[src/rtl/btff_pkg.sv]
// btff_pkg: types, codes and constants of the boundary tag heap allocator
// used by btff_alu and boundary_tag_first_fit_allocator; depends on nothing
package btff_pkg;

    localparam int DEF_HEAP_BYTES = 1048576;
    localparam int SIZE_W         = 21;
    localparam int REQ_W          = 21;
    localparam int OFF_W          = 20;
    localparam int CFG_W          = 17;
    localparam int CFG_IDX_W      = 1;
    localparam int GRAN_SHIFT     = 3;

    localparam logic [CFG_W-1:0] SPLIT_RESET = 17'd256;
    localparam logic [CFG_W-1:0] GROW_RESET  = 17'd4096;
    localparam logic [CFG_W-1:0] SPLIT_MIN   = 17'd8;

    typedef enum logic [1:0] {
        MODE_ALLOC   = 2'd0,
        MODE_RELEASE = 2'd1,
        MODE_MARK    = 2'd2,
        MODE_DEINIT  = 2'd3
    } t_mode;

    typedef enum logic [1:0] {
        STAT_OK        = 2'd0,
        STAT_TOO_LARGE = 2'd1,
        STAT_NO_MEM    = 2'd2,
        STAT_NULL      = 2'd3
    } t_status;

    typedef enum logic [CFG_IDX_W-1:0] {
        CFG_SPLIT_THRESHOLD = 1'd0,
        CFG_GROW_EXTRA      = 1'd1
    } t_cfg_idx;

    typedef enum logic {
        ALU_ADD = 1'b0,
        ALU_SUB = 1'b1
    } t_alu_op;

    typedef struct packed {
        logic              used;
        logic [SIZE_W-1:0] prev;
        logic [SIZE_W-1:0] size;
    } t_hdr;

    typedef enum logic [5:0] {
        ST_IDLE, ST_DISP, ST_OFFS, ST_K_WR, ST_K_HINT,
        ST_NEED, ST_BUILD0, ST_BUILD1,
        ST_S_CHK, ST_S_RD, ST_S_ADV,
        ST_G_RND, ST_G_SUM, ST_G_END, ST_G_CMP, ST_G_OLD, ST_G_RDE, ST_G_PSUB,
        ST_G_RDP, ST_G_WOLD, ST_G_WEND,
        ST_P_RD, ST_P_HAVE, ST_P_LEFT, ST_P_THR, ST_P_KEEP, ST_P_SPLIT,
        ST_P_WNEXT, ST_P_FAR, ST_P_WFAR, ST_P_GRANT, ST_P_USE,
        ST_R_RD, ST_R_PSUB, ST_R_PRD, ST_R_NEXT, ST_R_NRD, ST_R_MSUM,
        ST_R_FAR, ST_R_FRD, ST_R_HINT,
        ST_FIN
    } t_state;

    function automatic t_hdr mk_hdr(input logic used, input logic [SIZE_W-1:0] prev,
                                    input logic [SIZE_W-1:0] size);
        t_hdr h;
        h.used = used;
        h.prev = prev;
        h.size = size;
        return h;
    endfunction

endpackage

[src/rtl/btff_alu.sv]
// btff_alu: the one shared adder of the allocator, add or subtract with
// an unsigned less-than flag taken from the borrow; depends on btff_pkg
module btff_alu #(
    parameter int W = 22
) (
    input  btff_pkg::t_alu_op i_op,
    input  logic [W-1:0]      i_a,
    input  logic [W-1:0]      i_b,
    output logic [W-1:0]      o_y,
    output logic              o_lt
);
    import btff_pkg::*;

    logic          is_sub;
    logic [W-1:0]  b_in;
    logic [W:0]    sum;

    assign is_sub = (i_op == ALU_SUB);
    assign b_in   = is_sub ? ~i_b : i_b;
    assign sum    = {1'b0, i_a} + {1'b0, b_in} + {{W{1'b0}}, is_sub};
    assign o_y    = sum[W-1:0];
    // carry out of a + ~b + 1 is set when a >= b
    assign o_lt   = is_sub && !sum[W];

endmodule

[config.mk]
export PLATFORM = sky130hd
export DESIGN_NAME = btff_alu
export DESIGN_NICKNAME = d
export VERILOG_FILES = /design/src/rtl/btff_pkg.sv /design/src/rtl/btff_alu.sv
export SDC_FILE = /design/constraint.sdc
export NUM_CORES = 1
export LEC_CHECK = 0
export BUFFER_PORTS_ARGS = -buffer_cell sky130_fd_sc_hd__buf_4
export CAP_MARGIN = 10
export CORE_ASPECT_RATIO = 1.25
export CORE_MARGIN = 2
export CORE_UTILIZATION = 25
export DETAILED_ROUTE_END_ITERATION = 8
export SLEW_MARGIN = 20
export SYNTH_ARGS = -nofsm -noshare
export SYNTH_HDL_FRONTEND = slang
export SYNTH_SLANG_ARGS = --single-unit
[constraint.sdc]
create_clock -name vclk -period 4.7
set_input_delay 0.235 -clock vclk [all_inputs]
set_output_delay 0.235 -clock vclk [all_outputs]
set_load 0.02 [all_outputs]
==> results.sh, run 1 <==
export IMPL_area_growth_pct=40.9
export IMPL_powerDensity_nw_per_um2=236
export IMPL_critPathSlowestCell="a221oi_1"
export IMPL_crit_fanout=23
export IMPL_initial_core_util=0.258
export IMPL_p_leak_uw=0.000986
export IMPL_grt_pass1_vias=1577
export IMPL_rsz0062_at_grt="no"
export IMPL_die_y_um=87.8
export IMPL_fmax_mhz=341
export IMPL_path_buf_inv=2
export IMPL_worstHoldStart="i_a[0]"
export IMPL_routed_wl_mm=3.92
export IMPL_grt_first_pass_wirelength_mm=6.51
export IMPL_synth_commonest_cells="xor2_1, ha_1, a21oi_1"
export IMPL_hold_ws_ps=762
export IMPL_yosys_warnings=0
export IMPL_die_area_um2=6230
export IMPL_netlist_top_cells_area="ha_1, xor2_1, a21oi_1"
export IMPL_cts_setup_buffers=0
export IMPL_instances_no_fill=319
export IMPL_start_kind="input pin"
export IMPL_setup_viol=0
export IMPL_critPathLaunch="i_op"
export IMPL_drtAntennaViolNets=0
export IMPL_maxSlewViolCount=0
export IMPL_row_count=30
export IMPL_final_cell_area_um2=1980
export IMPL_cap_violations=0
export IMPL_syn_inst=191
export IMPL_yosysSeqAreaShare=0
export IMPL_gr_total_overflow=0
export IMPL_vias=1598
export IMPL_ir_worst_vdd_mv=0.104
export IMPL_crit_arrival_ps=2700
export IMPL_synth_distinct_cells=47
export IMPL_path_cells="buf_4 > xor2_1 > ha_1 > and2_1 > a221oi_1 > o21ai_0 > nor3_1 > o21ai_0 > xor2_1 > buf_4"
export IMPL_relSlewSlack=0.727
export IMPL_synth_area_per_cell_um2=7.35
export IMPL_nClkBuffers=0
export IMPL_final_hold_viol_count=0
export IMPL_hold_buffers=0
export IMPL_ctsResizeCount=0
export IMPL_synth_top_area_frac=0.214
export IMPL_worstHoldPathType="input pin to primary output"
export IMPL_layout_drive_gt1_share=0.298
export IMPL_finalWorstPathRequiredPeriod_ps=2940
export IMPL_synth_area_um2=1400
export IMPL_worstPathRequired_ps=4470
export IMPL_core_area_um2=5440
export IMPL_setup_tns_ps=0
export IMPL_status="completed"
export IMPL_placed_area_um2=1980
export IMPL_synth_largest_area_cell="ha_1"
export IMPL_grt_max_degree=24
export IMPL_vias_per_cell=5.01
export IMPL_drtIter0Drc=22
export IMPL_synth_most_common_cell="xor2_1"
export IMPL_antenna_found_initial=0
export IMPL_track_usage=0.119
export IMPL_fin_crit_sh=0.625
export IMPL_seq_area_um2=0
export IMPL_worst_pin_slew_ps=410
export IMPL_place_congestion=0.784
export IMPL_max_stage_delay_ps=400
export IMPL_nFlopsAndLatches=0
export IMPL_wl_per_cell_um=12.3
export IMPL_end_kind="primary output"
export IMPL_nets=327
export IMPL_place_hpwl_mm=3.42
export IMPL_die_w_um=71.0
export IMPL_placedCellCount=319
export IMPL_final_core_util=0.363
export IMPL_post_route_drc_count=0
export IMPL_synth_net_count=261
export IMPL_crit_family="compound AO/OA/AOI/OAI gates"
export IMPL_antenna_cells=0
export IMPL_firstDrtPassIters=4
export IMPL_io_pins=68
export IMPL_path_class="input pin to primary output"
export IMPL_io_buffers=68
## power breakdown
group	switching (uW)	internal, uW	total (uW)
combinational	254	212	466
sequential	0	0	0
clock	0	0	0
## tightest hold or removal path, stage by stage
cell	delay, ps
buf_4	90
xor2_1	60
buf_4	150
## kinds of logic after synthesis
family / after synthesis / synth area share
adder cells (fa/ha/maj): 25 / 0.228
AO/OA/AOI/OAI: 63 / 0.308
AND/OR/NAND/NOR: 55 / 0.200
buffers and inverters: 11 / 0.0303
XOR/XNOR: 35 / 0.218
multiplexers: 2 / 0.0152
## per-stage QoR
step                      total power (uW)  setup slack, ps
final                                  466             1760
after global routing                   513             1420
after CTS                              471             1730
after detailed placement               469             1750
after global placement                 467             1750
after floorplan                        304             1320
## per-layer routing
metal,vias up,track usage,wire length (um)
li1,835,-,-
met1,716,0.147,1670
met2,47,0.239,2030
met3,0,0.00806,210
met4,0,0,0
met5,-,0,0
## layout by cell type, fill, tap and decap left out, types with 2 or more instances in the layout
cell type  netlist  routed
a21o_1           8       8
o21a_1           4       4
nor3_1           6       6
nand2b_1         2       2
xnor2_1          9       9
a21oi_1         17      17
o311ai_0         2       2
nor2b_1          3       3
a211o_1          2       2
o21ai_0         10      10
o211ai_1         2       2
nand3_1          8       8
a31oi_1          3       3
ha_1            24      24
nand2_1         13      13
a31o_2           2       2
inv_1            7       7
xor2_1          26      26
and3_1           2       2
nand4_1          2       2
nor2_1          10      10
buf_4            0      68
o21bai_1         2       2
## cell type report
type,count,area [um2]
repair buffers,68,510
multi-input cells,180,1360
inverters,7,26.3
well taps,64,80.1
fillers,593,3460
## final timing paths
path	to	cells after the start	slack (ps)
hold / removal	o_y[0]	3	760
setup / recovery	o_y[17]	10	1760
No activity file was read; power rests on OpenSTA's default activity.
==> run 2: changes to the inputs <==
- clock period: 4.7 -> 2.4 ns (I/O delays scaled with it)
==> run 2 against run 1 <==
Compared with the run above:
- combinational power rose to 2.8 times the previous value
- core utilization is 16 points higher
- via count is 15% higher
- first-iteration DRC count increased by 32%
- routed wire length is 30% higher
- flip-flop and latch count unchanged
- count of clock-buffer cells in the layout unchanged
==> results.sh, run 2 (synthesized netlist as in run 1, its figures left out) <==
export IMPL_min_to="o_y[0]"
export IMPL_finalWorstPathRequiredPeriod_ps=2380
export IMPL_nets=376
export IMPL_path_buf_inv=2
export IMPL_crit_fanout=3
export IMPL_critPathSlowestCell="or4b_4"
export IMPL_area_growth_pct=105
export IMPL_nClkBuffers=0
export IMPL_path_class="input pin to primary output"
export IMPL_place_congestion=0.799
export IMPL_wl_per_cell_um=13.8
export IMPL_antenna_cells=0
export IMPL_end_kind="primary output"
export IMPL_grt_max_degree=9
export IMPL_worst_pin_slew_ps=298
export IMPL_place_hpwl_mm=4.05
export IMPL_die_w_um=71.0
export IMPL_final_cell_area_um2=2880
export IMPL_io_buffers=68
export IMPL_max_stage_delay_ps=490
export IMPL_powerDensity_nw_per_um2=454
export IMPL_p_int_uw=659
export IMPL_post_route_drc_count=0
export IMPL_placed_area_um2=2420
export IMPL_worstPathRequired_ps=2280
export IMPL_layout_drive_gt1_share=0.566
export IMPL_path_cells="buf_4 > mux2_4 > fa_2 > a21o_2 > nand3_2 > a21boi_2 > o31a_1 > or4b_4 > nand3_2 > buf_6"
export IMPL_vias_per_cell=5.00
export IMPL_switching_share=0.495
export IMPL_p_leak_uw=0.00133
export IMPL_mostFrequentLayoutCell="buf_4"
export IMPL_die_y_um=87.8
export IMPL_track_usage=0.153
export IMPL_grt_pass1_vias=1887
export IMPL_start_kind="input pin"
export IMPL_routed_wl_mm=5.08
export IMPL_worstHoldStart="i_b[0]"
export IMPL_drtIter0Drc=29
export IMPL_die_area_um2=6230
export IMPL_rsz0062_at_grt="yes"
export IMPL_final_core_util=0.528
export IMPL_switching_power_uw=647
export IMPL_initial_core_util=0.258
export IMPL_nFlopsAndLatches=0
export IMPL_gr_total_overflow=0
export IMPL_ir_worst_vdd_mv=0.242
export IMPL_hold_ws_ps=542
export IMPL_crit_arrival_ps=2260
export IMPL_firstDrtPassIters=4
export IMPL_antenna_found_initial=0
export IMPL_cap_violations=0
export IMPL_crit_family="simple AND/OR/NAND/NOR gates"
export IMPL_maxSlewViolCount=0
export IMPL_clkPwrFrac=0
export IMPL_critPathLaunch="i_b[0]"
export IMPL_vias=1841
export IMPL_core_area_um2=5440
export IMPL_grt_first_pass_wirelength_mm=8.02
export IMPL_status="completed"
export IMPL_final_cell_mix="buf_4, xor2_1, ha_1"
export IMPL_final_hold_viol_count=0
export IMPL_fmax_mhz=420
export IMPL_hold_depth=3
export IMPL_setup_viol=0
export IMPL_worstHoldPathType="input pin to primary output"
export IMPL_seq_area_um2=0
export IMPL_relSlewSlack=0.799
export IMPL_fin_crit_sh=0.993
export IMPL_crit_top_cell="nand3_2"
export IMPL_power_frac_seq=0
export IMPL_drtAntennaViolNets=0
export IMPL_pwr_share_comb=1.000
export IMPL_io_pins=68
export IMPL_row_count=30
run 2: cell count changes in the layout (fill, tap and decap cells not counted), moves of 4 or more:
cell	change
buf_6	+9
a21oi_1	-6
ha_1	-6
o21ai_0	-5
xor2_1	-4
ha_4	+5
buf_4	+37
run 2: worst max path at each step:
| stage | end | cells past startpoint |
|---|---|---|
| after floorplan | o_y[10] | 10 |
| after global placement | o_y[16] | 12 |
| after detailed placement | o_y[19] | 11 |
| after CTS | o_y[20] | 11 |
| after global routing | o_y[17] | 12 |
| final | o_y[10] | 10 |
run 2: power groups by stage:
| stage | Clock [uW] | Sequential [uW] | Combinational, uW |
|---|---|---|---|
| floorplan | 0 | 0 | 681 |
| CTS | 0 | 0 | 1180 |
| global placement | 0 | 0 | 1120 |
| global route | 0 | 0 | 1400 |
| finish | 0 | 0 | 1310 |
| detailed placement | 0 | 0 | 1130 |
run 2: routing by layer:
metal	up-vias	part of all wire	wire (um)	GRT usage
met5	-	0	0	0
met3	10	0.037	189	0.00806
met2	48	0.54	2760	0.308
met4	0	0.028	141	0.0343
li1	938	-	-	-
met1	845	0.39	1990	0.176
run 2: final cells by class:
class | count | area, um2
repair buffers | 117 | 957
well taps | 64 | 80.1
inverters | 7 | 26.3
multi-input cells | 180 | 1810
fillers | 503 | 2570
run 2: what timing repair did:
action / in CTS / in global routing
endpoints found under the setup margin: 12 / 12
resized for setup: 21 / 49
buffers inserted: 4 / 4
hold buffers: 0 / 0
gates cloned: 1 / 0
pin swaps: 15 / 27
run 2: through the flow:
stage | std cells | total power [uW] | setup slack [ps] | setup TNS [ps]
floorplan | 191 | 681 | -51.6 | -96.9
global placement | 360 | 1120 | -144 | -1020
detailed placement | 360 | 1130 | -203 | -1560
CTS | 365 | 1180 | -61.5 | -73.8
global route | 368 | 1400 | -57.2 | -174
finish | 368 | 1310 | 16.6 | 0
